`config.mk`:
```
export PLATFORM = sky130hd
export DESIGN_NAME = sasf_merge
export DESIGN_NICKNAME = d
export VERILOG_FILES = /design/src/rtl/sasf_pkg.sv /design/src/rtl/sasf_merge.sv
export SDC_FILE = /design/constraint.sdc
export NUM_CORES = 1
export LEC_CHECK = 0
export CAP_MARGIN = 20
export CORE_AREA = 2 2 101 103
export DETAILED_ROUTE_END_ITERATION = 6
export DIE_AREA = 0 0 103 105
export DONT_BUFFER_PORTS = 1
export MAX_ROUTING_LAYER = met4
export PLACE_DENSITY = 0.63
export SYNTH_ARGS = -nofsm -noshare
export SYNTH_HDL_FRONTEND = slang
export SYNTH_SLANG_ARGS = --single-unit
```
`constraint.sdc`:
```
create_clock -name clk -period 14.8 [get_ports clk]
set_input_delay 3.7 -clock clk [delete_from_list [all_inputs] [get_ports clk]]
set_output_delay 3.7 -clock clk [all_outputs]
set_load 0.05 [all_outputs]
```
`src/rtl/sasf_pkg.sv`:
```
// ----------------------------------------------------------------------------
// sasf_pkg - shared types and constants of the six-axis smoothing filter
// Field widths, default sizes, offset reset values and pipeline control.
// ----------------------------------------------------------------------------
package sasf_pkg;

  localparam int SAMPLE_W          = 16;
  localparam int OFFSET_W          = 16;
  localparam int OUT_W             = 21;
  localparam int HISTORY_DEPTH_DEF = 5;
  localparam int AXIS_COUNT_DEF    = 6;

  // accel x, y, z, gyro x, y, z, spare, spare
  localparam logic signed [OFFSET_W-1:0] OFFSET_RESET [8] = '{
    16'sd0, 16'sd0, 16'sd0, -16'sd59, 16'sd4, 16'sd4, 16'sd0, 16'sd0
  };

  // stage loads driven by the merge stage into every lane
  typedef struct packed {
    logic accept;   // input beat taken: update history and running sum
    logic load_a;   // capture offset-corrected magnitude
    logic load_b;   // capture reciprocal product
  } pipe_ctl_t;

endpackage

```
`src/rtl/sasf_merge.sv`:
```
// ----------------------------------------------------------------------------
// sasf_merge - pipeline control and result merge
// Tracks the stage valids, drives the lane loads and packs the lane
// results into the output register.
// ----------------------------------------------------------------------------
module sasf_merge
  import sasf_pkg::*;
#(
  parameter int AXIS_COUNT = AXIS_COUNT_DEF,
  parameter int TDATA_W    = ((AXIS_COUNT * OUT_W + 7) / 8) * 8
) (
  input  logic                    clk,
  input  logic                    rst,
  input  logic                    s_tvalid,
  output logic                    s_tready,
  input  logic signed [OUT_W-1:0] lane_res [AXIS_COUNT],
  output pipe_ctl_t               ctl,
  output logic                    m_tvalid,
  input  logic                    m_tready,
  output logic [TDATA_W-1:0]      m_tdata
);

  logic v1, va, vb;
  logic en_1, en_a, en_b, en_c;
  logic [TDATA_W-1:0] packed_res;

  // a stage moves whenever it is empty or the one after it moves
  assign en_c = !m_tvalid || m_tready;
  assign en_b = !vb || en_c;
  assign en_a = !va || en_b;
  assign en_1 = !v1 || en_a;

  assign s_tready   = en_1;
  assign ctl.accept = s_tvalid && en_1;
  assign ctl.load_a = v1 && en_a;
  assign ctl.load_b = va && en_b;

  always_comb begin
    packed_res = '0;
    for (int a = 0; a < AXIS_COUNT; a++) begin
      packed_res[a*OUT_W +: OUT_W] = lane_res[a];
    end
  end

  always_ff @(posedge clk) begin
    if (rst) begin
      v1       <= 1'b0;
      va       <= 1'b0;
      vb       <= 1'b0;
      m_tvalid <= 1'b0;
    end else begin
      if (en_1) v1 <= s_tvalid;
      if (en_a) va <= v1;
      if (en_b) vb <= va;
      if (en_c) m_tvalid <= vb;
    end
  end

  always_ff @(posedge clk) begin
    if (en_c && vb) begin
      m_tdata <= packed_res;
    end
  end

  a_no_full_stall : assert property (@(posedge clk) disable iff (rst)
    !(v1 && va && vb && m_tvalid) |-> s_tready)
    else $error("input stalled with a bubble in the pipeline");

  a_b_to_out : assert property (@(posedge clk) disable iff (rst)
    (vb && en_c) |=> m_tvalid)
    else $error("result lost between product stage and output");

  a_a_hold : assert property (@(posedge clk) disable iff (rst)
    (va && !en_b) |=> va)
    else $error("magnitude stage dropped while stalled");

  a_no_dup : assert property (@(posedge clk) disable iff (rst)
    (m_tvalid && m_tready && !vb) |=> !m_tvalid)
    else $error("output beat repeated");

endmodule

```
==> results.md <==
- Synthesis-to-finish area growth: 19.89%
- Sum of buffers and inverters on the critical path: 0
- Placement row count: 36
- Area taken by flip-flops and latches: 3864 sq um
- Worst-case setup slack after placement: 6.350 ns
- Area of the multi-input gates: 115.1 sq um
- Total Power: 0.8508 mW
- Clock skew: 0.004914 ns
- Std-Cell Core Area: 9639 sq um
- Pwr dens: 177.7 nW/um^2
- Crit Path Max Fanout: 4
- Number of hold-slack violations in the final timing report: 0
- Top library cells by usage in the layout, fill and taps aside: edfxtp_1 (126), clkbuf_16 (16), clkinvlp_4 (5)
- Adder-cell area share of the yosys netlist: 0%
- Global-route wire length before repair: 10730 um
- I/O pins: 263
- Worst path required time: 11.10 ns
- Final global-route overflow total: 0
- Mux contribution to synthesized area: 0%
- Layout fillers: 791
- Post-detail-place hpwl: 5837 um
- Portion of the clock cycle consumed by the worst path in the final layout: 57.10%
- Synthesized-area fraction occupied by xor and xnor cells: 0%
- Effective utilization at floorplan: 41.43%
- Unique cell type count in the Yosys netlist: 16
- Critical-path top delay cell: a21boi_1
- # hold bufs at CTS: 0
- P_leak: 1.511 nW
- Crit start category: input port
- Setup violation total in the final timing report: 0
- Sequential area share after synthesis: 96.74%
- Dominant cells by area after synthesis: edfxtp_1 (95%), dfxtp_1 (2.0%), o41ai_2 (0.41%)
- Main combinational cell family by area after synthesis: simple AND/OR/NAND/NOR gates
- Arrival time at the worst endpoint: 4.75 ns
- Setup repair bufs after CTS: 0
- Total number of vias: 1545
- Share of the synthesized area in compound gates (AO/OA/AOI/OAI): 1.222%
- Pre-Repair DR Iteration Count: 4
- Max-cap violations: 0
- Type of the setup path with the least slack: input port to output pin
- Largest net degree at the start of global routing: 110
- Fraction of final layout cells with drive strength greater than 1: 18.48%
- CP max stage delay: 0.84 ns
- CTS H-tree lvls: 4
- Length of routed met3 wiring: 1182 um
- Met2 Wirelength: 4016 um
- Worst slew pin tran: 1.059 ns
- Length of routed wiring on met1: 2496 um
- Setup tns final: 0 ns
- Number of antenna violations at the first check in global routing: 3
- Clock sink count: 130
- Clock edge transition at the registers on the reported setup and hold paths: 0.06 ns
- Global-route total usage across every layer: 15.10%
- Cell-by-cell trace of the critical path: and4b_1 -> a21boi_1
- Crit-path leading delay family: compound AO/OA/AOI/OAI gates
- Min-Delay Path Class: register to register
- CTS tree: yes
- Total number of yosys warnings: 0
- Latest clock arrival within the worst-skew pair: 0.50 ns
- DRT iter0 DRCs: 77
- Clock Tree Buf Depth: 2
- Highest clock rate: 118.3 MHz
- Via count of the first global-routing pass: 1648
- Routed wire length per instance: 24.65 um
- Most common cell after layout, fill and taps aside: edfxtp_1
- Floorplan die area: 10820 sq um
- Mapped cell area: 3994 sq um
- Largest area contributor in the netlist: edfxtp_1
- Number of nets in the final layout: 301
- DRC Markers: 0
- Inserted Clock Buffers: 17
- Simple logic cell fraction of the synthesized area: 1.284%
- Detailed-route wire length: 7889 um
- Relative slew slack: 29.61%
- Number of standard cells after synthesis: 151
- Final Critical Period: 8.452 ns
- RSZ-0062 raised after global routing: no
- Vertical die dimension: 105 um
- Result of the run: complete, no violations
- Post_cts resized: 0
- Flops & latches, synth: 130
- Number of slew-limit violations in the final report: 0
- Final std cell area, no fill: 4788 sq um
- Floorplan die width: 103 um
- Placement Cell Area: 4164 sq um
- Final WS setup: 6.348 ns
- Mean number of vias per cell: 4.828
- Area fraction of the dominant cell type after synthesis: 94.74%
- Kind of end point of the critical path: output pin
- VDD IR-drop max: 72.17 uV
- Number of buffers added on ports: 0
- Post-Synthesis Mean Instance Area: 26.45 sq um
- Highest metal layer with signal wires: met4
- Global placer's final weighted congestion: 0.7928
- Post-route ant nets: 0
- Clock root buffer: clkbuf_8
[sequential cells by signal, summed over array words and instances (netlist names)]
name,cells
v1,1
m_tvalid,1
vb,1
va,1
m_tdata,126
[cell families after synthesis]
| group | count (synthesis) |
|---|---|
| DFF | 130 |
| and+or+nand+nor | 9 |
| AOI/OAI and AO/OA | 6 |
| buffers and inverters | 5 |
| other | 1 |
[Yosys cell counts]
cell and instances:
o41ai_2 1, inv_2 1, o21ba_2 1, dfxtp_1 4, buf_4 2, nor2b_1 1
nand2b_1 2, nand3b_1 1, edfxtp_1 126, nor2_1 2, and4b_1 1, inv_1 2
a21oi_1 3, a21boi_1 1, conb_1 1, nand2_1 2
[worst paths after layout]
kind         startpoint     endpoint  slack [ns]  cells past startpoint
max            m_tready       ctl[2]        6.35                      2
min                  va           v1        0.51                      2
max reg2reg    m_tvalid  m_tdata[85]       12.26                      4
min reg2reg          va           v1        0.51                      2
[metal layers]
metal	vias up	global-route usage, %
met5	-	-
met4	0	7.425
met3	14	11.77
met2	167	23.10
met1	721	13.27
li1	643	-
[where the power goes]
group / switching [mW] / total, mW / internal, mW
clock: 0.140 / 0.405 / 0.265
sequential: 0.0246 / 0.438 / 0.413
combinational: 0.00654 / 0.00782 / 0.00128
[per-stage QoR]
stage                     util [%]  std cells  hold WS [ns]
final                        49.68        320        0.5119
after detailed placement     43.20        284        0.5017
after global routing         49.68        320        0.5505
after global placement       43.20        284        0.4663
after floorplan                  -        152        0.4492
after CTS                    49.31        316        0.5101
[area by class of cell]
type	count	area share, %
antenna	3	0.1568
clock buffer	23	9.538
clock inverter	9	2.770
inverter	3	0.2352
multi-input combinational	17	2.404
sequential	130	80.69
tap	133	3.475
timing repair buffer	2	0.7316
Note: power is estimated with default switching activity, not from simulation.
