`config.mk`:
```
export PLATFORM = sky130hd
export DESIGN_NAME = sasf_lane
export DESIGN_NICKNAME = d
export VERILOG_FILES = /design/src/rtl/sasf_pkg.sv /design/src/rtl/sasf_lane.sv
export SDC_FILE = /design/constraint.sdc
export NUM_CORES = 1
export LEC_CHECK = 0
export BUFFER_PORTS_ARGS = -buffer_cell sky130_fd_sc_hd__buf_2
export CELL_PAD_IN_SITES_DETAIL_PLACEMENT = 0
export CELL_PAD_IN_SITES_GLOBAL_PLACEMENT = 2
export CORE_ASPECT_RATIO = 1.2
export CORE_MARGIN = 2
export CORE_UTILIZATION = 46
export DETAILED_ROUTE_END_ITERATION = 7
export GPL_TIMING_DRIVEN = 0
export HOLD_SLACK_MARGIN = 0.06
export PLACE_DENSITY_LB_ADDON = 0.15
export SLEW_MARGIN = 5
export SYNTH_ARGS = -nofsm -noshare
export SYNTH_HDL_FRONTEND = slang
export SYNTH_SLANG_ARGS = --single-unit
```
`constraint.sdc`:
```
create_clock -name clk -period 22.9 [get_ports clk]
set_clock_uncertainty 0.05 [all_clocks]
set_input_delay 6.87 -clock clk [delete_from_list [all_inputs] [get_ports clk]]
set_output_delay 6.87 -clock clk [all_outputs]
set_load 0.02 [all_outputs]
```
`src/rtl/sasf_pkg.sv`:
```
// ----------------------------------------------------------------------------
// sasf_pkg - shared types and constants of the six-axis smoothing filter
// Field widths, default sizes, offset reset values and pipeline control.
// ----------------------------------------------------------------------------
package sasf_pkg;

  localparam int SAMPLE_W          = 16;
  localparam int OFFSET_W          = 16;
  localparam int OUT_W             = 21;
  localparam int HISTORY_DEPTH_DEF = 5;
  localparam int AXIS_COUNT_DEF    = 6;

  // accel x, y, z, gyro x, y, z, spare, spare
  localparam logic signed [OFFSET_W-1:0] OFFSET_RESET [8] = '{
    16'sd0, 16'sd0, 16'sd0, -16'sd59, 16'sd4, 16'sd4, 16'sd0, 16'sd0
  };

  // stage loads driven by the merge stage into every lane
  typedef struct packed {
    logic accept;   // input beat taken: update history and running sum
    logic load_a;   // capture offset-corrected magnitude
    logic load_b;   // capture reciprocal product
  } pipe_ctl_t;

endpackage

```
`src/rtl/sasf_lane.sv`:
```
// ----------------------------------------------------------------------------
// sasf_lane - one axis of the smoothing filter
// Holds the history line, a running sum and the axis offset; removes the
// offset and divides by the depth through a reciprocal multiply.
// ----------------------------------------------------------------------------
module sasf_lane
  import sasf_pkg::*;
#(
  parameter int HISTORY_DEPTH = HISTORY_DEPTH_DEF,
  parameter int IDX_W         = 3,
  parameter int LANE          = 0
) (
  input  logic                       clk,
  input  logic                       rst,
  input  pipe_ctl_t                  ctl,
  input  logic                       cfg_we,
  input  logic [IDX_W-1:0]           cfg_index,
  input  logic [OFFSET_W-1:0]        cfg_data,
  input  logic signed [SAMPLE_W-1:0] sample,
  output logic signed [OUT_W-1:0]    result
);

  localparam int LOG_D  = $clog2(HISTORY_DEPTH);
  localparam int HSUM_W = SAMPLE_W + LOG_D;
  localparam int DIFF_W = HSUM_W + 1;
  localparam int N      = DIFF_W + 4;
  localparam int S      = N + LOG_D;
  localparam int M_W    = N + 2;
  localparam int PROD_W = N + M_W;
  localparam int Q_W    = PROD_W - S;

  localparam logic signed [DIFF_W-1:0] D_S = DIFF_W'(HISTORY_DEPTH);
  localparam logic [M_W-1:0] RECIP =
    M_W'(((64'd1 << S) + 64'(HISTORY_DEPTH) - 64'd1) / 64'(HISTORY_DEPTH));
  localparam logic signed [OFFSET_W-1:0] OFF_RST = OFFSET_RESET[LANE % 8];

  logic signed [SAMPLE_W-1:0] hist [HISTORY_DEPTH];
  logic signed [HSUM_W-1:0]   hsum;
  logic signed [HSUM_W-1:0]   hsum_next;
  logic signed [OFFSET_W-1:0] offset;

  logic signed [SAMPLE_W:0]   pair_sum;
  logic signed [SAMPLE_W:0]   pair_adj;
  logic signed [SAMPLE_W-1:0] smoothed;

  logic signed [DIFF_W-1:0]   diff;
  logic [DIFF_W-1:0]          mag_next;
  logic [DIFF_W-1:0]          mag_a;
  logic                       neg_a;
  logic [PROD_W-1:0]          prod_b;
  logic                       neg_b;
  logic [Q_W-1:0]             quot;

  // halve toward zero: bias negative sums by one before the shift
  assign pair_sum  = {sample[SAMPLE_W-1], sample}
                   + {hist[HISTORY_DEPTH-1][SAMPLE_W-1], hist[HISTORY_DEPTH-1]};
  assign pair_adj  = pair_sum + {{SAMPLE_W{1'b0}}, pair_sum[SAMPLE_W]};
  assign smoothed  = pair_adj[SAMPLE_W:1];
  assign hsum_next = hsum + HSUM_W'(smoothed) - HSUM_W'(hist[0]);

  always_ff @(posedge clk) begin
    if (rst) begin
      offset <= OFF_RST;
    end else if (cfg_we && (cfg_index == IDX_W'(LANE))) begin
      offset <= cfg_data;
    end
  end

  always_ff @(posedge clk) begin
    if (rst) begin
      for (int d = 0; d < HISTORY_DEPTH; d++) begin
        hist[d] <= '0;
      end
      hsum <= '0;
    end else if (ctl.accept) begin
      for (int d = 0; d < HISTORY_DEPTH - 1; d++) begin
        hist[d] <= hist[d+1];
      end
      hist[HISTORY_DEPTH-1] <= smoothed;
      hsum <= hsum_next;
    end
  end

  assign diff     = DIFF_W'(hsum) - DIFF_W'(offset) * D_S;
  assign mag_next = diff[DIFF_W-1] ? DIFF_W'(-diff) : DIFF_W'(diff);

  always_ff @(posedge clk) begin
    if (ctl.load_a) begin
      mag_a <= mag_next;
      neg_a <= diff[DIFF_W-1];
    end
  end

  // times 16 is the four zero bits; the reciprocal is exact for this range
  always_ff @(posedge clk) begin
    if (ctl.load_b) begin
      prod_b <= PROD_W'({mag_a, 4'b0000}) * PROD_W'(RECIP);
      neg_b  <= neg_a;
    end
  end

  assign quot   = prod_b[PROD_W-1:S];
  assign result = neg_b ? -OUT_W'(quot) : OUT_W'(quot);

endmodule

```
==> results of run 1 <==
==> final cells by class <==
type | instances | area (sq um)
fillers | 3404 | 17620
flip-flops and latches | 158 | 4394
inverters | 310 | 1171
repair buffers | 61 | 327.8
clock buffers | 17 | 425.4
well taps | 468 | 585.6
clock inverters | 15 | 167.7
multi-input cells | 1141 | 11010
plain buffers | 26 | 150.1
==> sequential cells by signal, indices dropped and copies added, names as in the netlist <==
register / cells
hist: 80
prod_b: 21
mag_a: 20
hsum: 19
offset: 16
neg_a: 1
neg_b: 1
==> tightest hold or removal path: stages (launching register included) <==
cell      delay [ps]
dfxtp_1          310
nand2b_1          60
a21oi_1           50
==> cell families (layout without fill, tap and decap cells) <==
logic type	Yosys count	count (layout)	synth area share, %
AO/OA/AOI/OAI	245	245	10.51
XOR/XNOR	116	116	6.124
adder cells (fa/ha/maj)	412	412	37.27
buffers and inverters	336	429	7.891
flip-flops	158	158	26.29
multiplexers	9	9	0.5615
AND/OR/NAND/NOR	359	359	11.35
==> per-stage QoR <==
step	util [%]	hold WS (ps)	instance area [sq um]	cells
global route	50.84	441.9	18230	2196
finish	50.84	418.5	18230	2196
global placement	49.09	408.5	17600	2163
detailed placement	49.17	414.8	17630	2164
CTS	50.83	427.1	18220	2196
floorplan	-	350.3	16710	1635
==> path summary, 6_finish.rpt <==
check | to | slack (ps)
worst max-delay path | hsum[18] | 10320
worst max register to register | prod_b[47] | 15900
worst min-delay path | hsum[13] | 420
worst min register to register | hsum[13] | 420
==> layer usage <==
metal  wire length [um]  up-vias
li1                   -     5675
met1              13830     5366
met2              20260      113
met3                726       41
met4               1076        6
met5                 45        -
==> placed cells by master, fill, tap and decap left out, types with 5 or more instances in the layout <==
master and instances:
xnor2_1 80, or4_1 5, or3_1 8, a21oi_1 69
or2_2 7, and3_1 13, xor2_1 35, nand3_1 23
inv_1 307, nand2_1 78, a21o_1 21, nor2b_1 9
buf_2 61, nor4_1 6, o21bai_1 5, clkbuf_1 18
a211oi_1 7, dfxtp_1 35, nand4_1 5, o21a_1 11
inv_8 6, mux2i_1 8, ha_1 269, nor3_1 27
nand2b_1 8, edfxtp_1 123, a21o_2 5, clkbuf_16 17
a31oi_1 10, o21ai_0 37, fa_1 143, and2_1 71
o31ai_1 10, nor2_1 72, o211ai_1 6
==> results.md, run 1 <==
- Area contributors post-synth: edfxtp_1 22%, ha_1 20%, fa_1 17%
- Unrepaired setup endpoints after global routing: no
- Final Setup Violations: 0
- IO Pins: 62
- Iter 0 DRT Violations: around 360
- Gr usage total: between 20% and 30%
- Clock tree from TritonCTS: built
- Final #Nets: 2168
- Beginning of the critical path: sample[7]
- Most area-hungry cell type in the Yosys netlist: edfxtp_1
- DRC: 0
- Synth cell types: 94
- Synth top area share: 22.10%
- Largest net degree at the start of global routing: 70
- TritonCTS Sinks: 158
- Crit path max-delay cell type: nor3_1
- First-pass GRT wire length: about 58000 um
- Pre-CTS setup slack: roughly 10000 ps
- Synth Area per Inst: around 10 sq um
- CP Max Fanout: 10
- Hold path depth: 2
- Synth Instances: 1635
- Top-count cell post-synth: inv_1
- Drt total wl: about 36000 um
- Die Footprint: approximately 38000 sq um
- EDFF count, synth: roughly 120
- Crit Reg-Reg Startpoint: mag_a[12]
- Cell Area, Synth: between 15000 and 20000 sq um
- Async SR Flop Fraction: 0%
- Hold_sp: hsum[13]
- Die height: between 200 and 250 um
- Worst-Margin Slew: just under 800 ps
- Worst setup SP type: input port
- Post-CTS Resized: 0
- Skew-Pair Late Insertion Delay: approximately 460 ps
- Vias: roughly 11000
- Total setup buffers inserted after CTS: 0
- Path length in cells of the critical path: 25
- Port buffer count: 60
- CP required: around 23000 ps
- Max_cap viols: 0
- Relative slew slack: 47.17%
- Top Usage Layer GRT: met2
- Max-slew violations: 0
- Clock-pin slew on the worst setup and hold paths: 70 ps
- Worst path max stage delay: roughly 570 ps
- Layout cell share with drive strength beyond 1: 9.144%
- Antenna diode count: 0
- Worst path bufs/invs: 3
- Hold Vio Cnt, Final: 0
- Clock Path Buffers: 2
- Final min period: about 13000 ps
- Post-DP HPWL: 31360 um
- Status: complete, no violations
- Register area share after synthesis: roughly a quarter
- Kind of critical path: input port to flop
- CTS H-tree depth: 4
- Critical path's top delay family: simple AND/OR/NAND/NOR gates
- DRT antenna net count: 0
- CTS hold repair buffers: 0
- Initial antenna violation count: 3
- Setup crit end kind: flop
- Flops & latches, synth: between 150 and 200
- GRT met3 Usage: approximately 3.0%
- CP arrival: 12940 ps
- Most instantiated cells after synthesis: 308 x inv_1, 269 x ha_1, 143 x fa_1
- CP dominant cell by count: ha_1
- Initial Util: between 40% and 50%
- Total CTS buffers: 17
- GR Layer Usage met2: between 40 and 50%
- Path depth of the worst reg2reg path: 25
- Final WS setup: slightly above 10000 ps
- Root Driver: clkbuf_16
- Synthesized Nets: roughly 2100
- Post-synth top flop: edfxtp_1
- Total negative slack: 0 ps
- Final period util: between 50% and 60%
- Core Region: about 36000 sq um
- Layout area overhead: 9.067%
- Hold Path Class: flop to flop
- Ys Warns: 0
- Grt met1 use: 21.08%
- Vias in the first global route: 11570
- Max frequency: ~79 MHz
- Total grt overflow: 0
- Die Width: approximately 180 um
- Via/cell ratio: between 5 and 6
- Placer Congestion: 0.8208
- Avg WL per Cell: between 15 and 20 um
- Row cnt: 76
- Router iterations before antenna repair: 4
Power of run 1 is not shown: default switching activity piles up to over one toggle a cycle in this logic, so the estimate is an artifact.
==> run 2, diff against run 1 <==
--- a/config.mk
+++ b/config.mk
@@ -10,7 +10,7 @@
 export CELL_PAD_IN_SITES_GLOBAL_PLACEMENT = 2
 export CORE_ASPECT_RATIO = 1.2
 export CORE_MARGIN = 2
-export CORE_UTILIZATION = 46
+export CORE_UTILIZATION = 39
 export DETAILED_ROUTE_END_ITERATION = 7
 export GPL_TIMING_DRIVEN = 0
 export HOLD_SLACK_MARGIN = 0.06
==> constraint.sdc (replaced) <==
create_clock -name clk -period 11.2 [get_ports clk]
set_clock_uncertainty 0.05 [all_clocks]
set_input_delay 3.36 -clock clk [delete_from_list [all_inputs] [get_ports clk]]
set_output_delay 3.36 -clock clk [all_outputs]
set_load 0.02 [all_outputs]
==> run 2 against run 1 <==
Against the previous run:
- first-iteration DRC count decreased by 31%
- register-to-register slack worse by 12000 ps
- critical path depth stayed put
- core utilization shrank 7.8 points
- worst hold slack improved by 3.5 ps
- sequential share of layout area is 0.15 points lower
- critical endpoint unchanged
- worst setup slack worse by 8300 ps
- die area grew 18%
- routed wire length is 3.7% higher
==> results.md, run 2 (synthesis gave the netlist of run 1 again) <==
- CP arrival: 9580 ps (was 12940 ps)
- Die Width: 193.0 um (was 178 um)
- Worst-Margin Slew: 862.6 ps (was 792.4 ps)
- Max_cap viols: 0 (unchanged)
- Crit path max-delay cell type: nor3_1 (unchanged)
- Hold Path Class: flop to flop (unchanged)
- Worst path max stage delay: 610 ps (was 570 ps)
- Row cnt: 83 (was 76)
- Total grt overflow: 0 (unchanged)
- Critical path's top delay family: simple AND/OR/NAND/NOR gates (unchanged)
- Clock-pin slew on the worst setup and hold paths: 70 ps (about the same)
- Fill count: 4206 (was 3404)
- Relative slew slack: 42.50% (was 47.17%)
- Met3 routed WL: 419 um (was 726 um)
- CP required: 11550 ps (was 23250 ps)
- Largest register FFs: 80 (unchanged)
- Router iterations before antenna repair: 4 (unchanged)
- DRC: 0 (unchanged)
- Post-route core utilization: 43.08% (was 50.84%)
- Total negative slack: 0 ps (unchanged)
- Final period util: around 80%
- Avg WL per Cell: 16.34 um (was 16.37 um)
- First-pass GRT wire length: 60820 um (was 58110 um)
- Antenna diode count: 0 (unchanged)
- Most common cell after layout, fill and taps aside: inv_1 (unchanged)
- Vias: 11110 (was 11200)
- Placer Congestion: 0.8180 (was 0.8208)
- Gr usage total: 17.82% (was 20.24%)
- Die height: 230.8 um (was 212.8 um)
- Pre-CTS setup slack: 1453 ps (was 9749 ps)
- Worst path bufs/invs: 3 (unchanged)
- IO Pins: 62 (unchanged)
- CTS H-tree depth: 4 (unchanged)
- Core Region: 42580 sq um (was 35850 sq um)
- Final #Nets: 2169 (was 2168)
- Total CTS buffers: 17 (unchanged)
- Unrepaired setup endpoints after global routing: no (unchanged)
- CTS hold repair buffers: 0 (unchanged)
- Initial Util: 39.25% (was 46.62%)
- Total setup buffers inserted after CTS: 0 (unchanged)
- Via/cell ratio: 4.869 (was 5.101)
- Vias in the first global route: 11780 (was 11570)
- DRT antenna net count: 0 (unchanged)
- Kind of critical path: input port to flop (unchanged)
- Die Footprint: 44530 sq um (was 37880 sq um)
- Layout cell share with drive strength beyond 1: 9.138% (was 9.144%)
- Skew-Pair Late Insertion Delay: 460 ps (about the same)
- Worst setup SP type: input port (unchanged)
- Layout area overhead: 9.747% (was 9.067%)
- Final Setup Violations: 0 (unchanged)
- Hold Vio Cnt, Final: 0 (unchanged)
- CP dominant cell by count: ha_1 (unchanged)
- Post-CTS Resized: 0 (unchanged)
- Drt total wl: 37270 um (was 35940 um)
- Final WS setup: 1969 ps (was 10320 ps)
- Clock tree from TritonCTS: built (unchanged)
- Max frequency: roughly 110 MHz
- Initial antenna violation count: 0 (was 3)
- Largest Register: hist (unchanged)
- Clock Path Buffers: 2 (unchanged)
- Root Driver: clkbuf_16 (unchanged)
- Top sig layer: met4 (was met5)
- Most frequent cells in the layout: 307 x inv_1, 269 x ha_1, 143 x fa_1 (unchanged)
- Met1 WL: 14890 um (was 13830 um)
- Status: complete, no violations (unchanged)
- Max-slew violations: 0 (unchanged)
- Largest net degree at the start of global routing: 72 (was 70)
- CP Max Fanout: 10 (unchanged)
- Placed cell count: 2249 (was 2164)
- Largest regs: hist: 80 flops, prod_b: 21 flops, mag_a: 20 flops (unchanged)
- TritonCTS Sinks: 158 (unchanged)
- Post-DP HPWL: 32490 um (was 31360 um)
- Iter 0 DRT Violations: 248 (was 357)
- Port buffer count: 60 (unchanged)
- Fin cells: 2281 (was 2196)
- Detail Route met2 WL: 21080 um (was 20260 um)
- Final min period: 9231 ps
- Setup crit end kind: flop (unchanged)
## run 2: layout make-up
| class | count | area (sq um) | share of cell area (%) |
|---|---|---|---|
| flip-flops and latches | 158 | 4394 | 23.96 |
| repair buffers | 62 | 335.3 | 1.828 |
| inverters | 310 | 1171 | 6.385 |
| plain buffers | 26 | 150.1 | 0.8186 |
| clock inverters | 15 | 168.9 | 0.9209 |
| clock buffers | 17 | 425.4 | 2.319 |
| well taps | 552 | 690.7 | 3.766 |
| multi-input cells | 1141 | 11010 | 60.00 |
## run 2: path summary, 6_finish.rpt
| check | slack [ps] | startpoint | end | cells past startpoint |
|---|---|---|---|---|
| worst min-delay path | 420 | hsum[13] | hsum[13] | 2 |
| worst max register to register | 4210 | mag_a[12] | prod_b[47] | 25 |
| worst min register to register | 420 | hsum[13] | hsum[13] | 2 |
| worst max-delay path | 1970 | sample[7] | hsum[18] | 25 |
## run 2: tightest hold or removal path, cell delays in order (launching register included)
cell	delay (ps)
dfxtp_1	310
nand2b_1	60
a21oi_1	50
## run 2: metal layers
metal,vias to the layer above,global-route usage (%)
met4,0,5.587
met1,5326,19.55
met3,33,1.779
met2,72,35.17
li1,5675,-
met5,-,0
## run 2: metrics by stage
stage	area [sq um]	hold slack, ps
after floorplan	16710	350.3
after global placement	17700	408.6
after detailed placement	17750	410.8
after CTS	18340	421.1
after global routing	18340	439.3
final	18340	422.0
Power of run 2 is left out for the same reason.
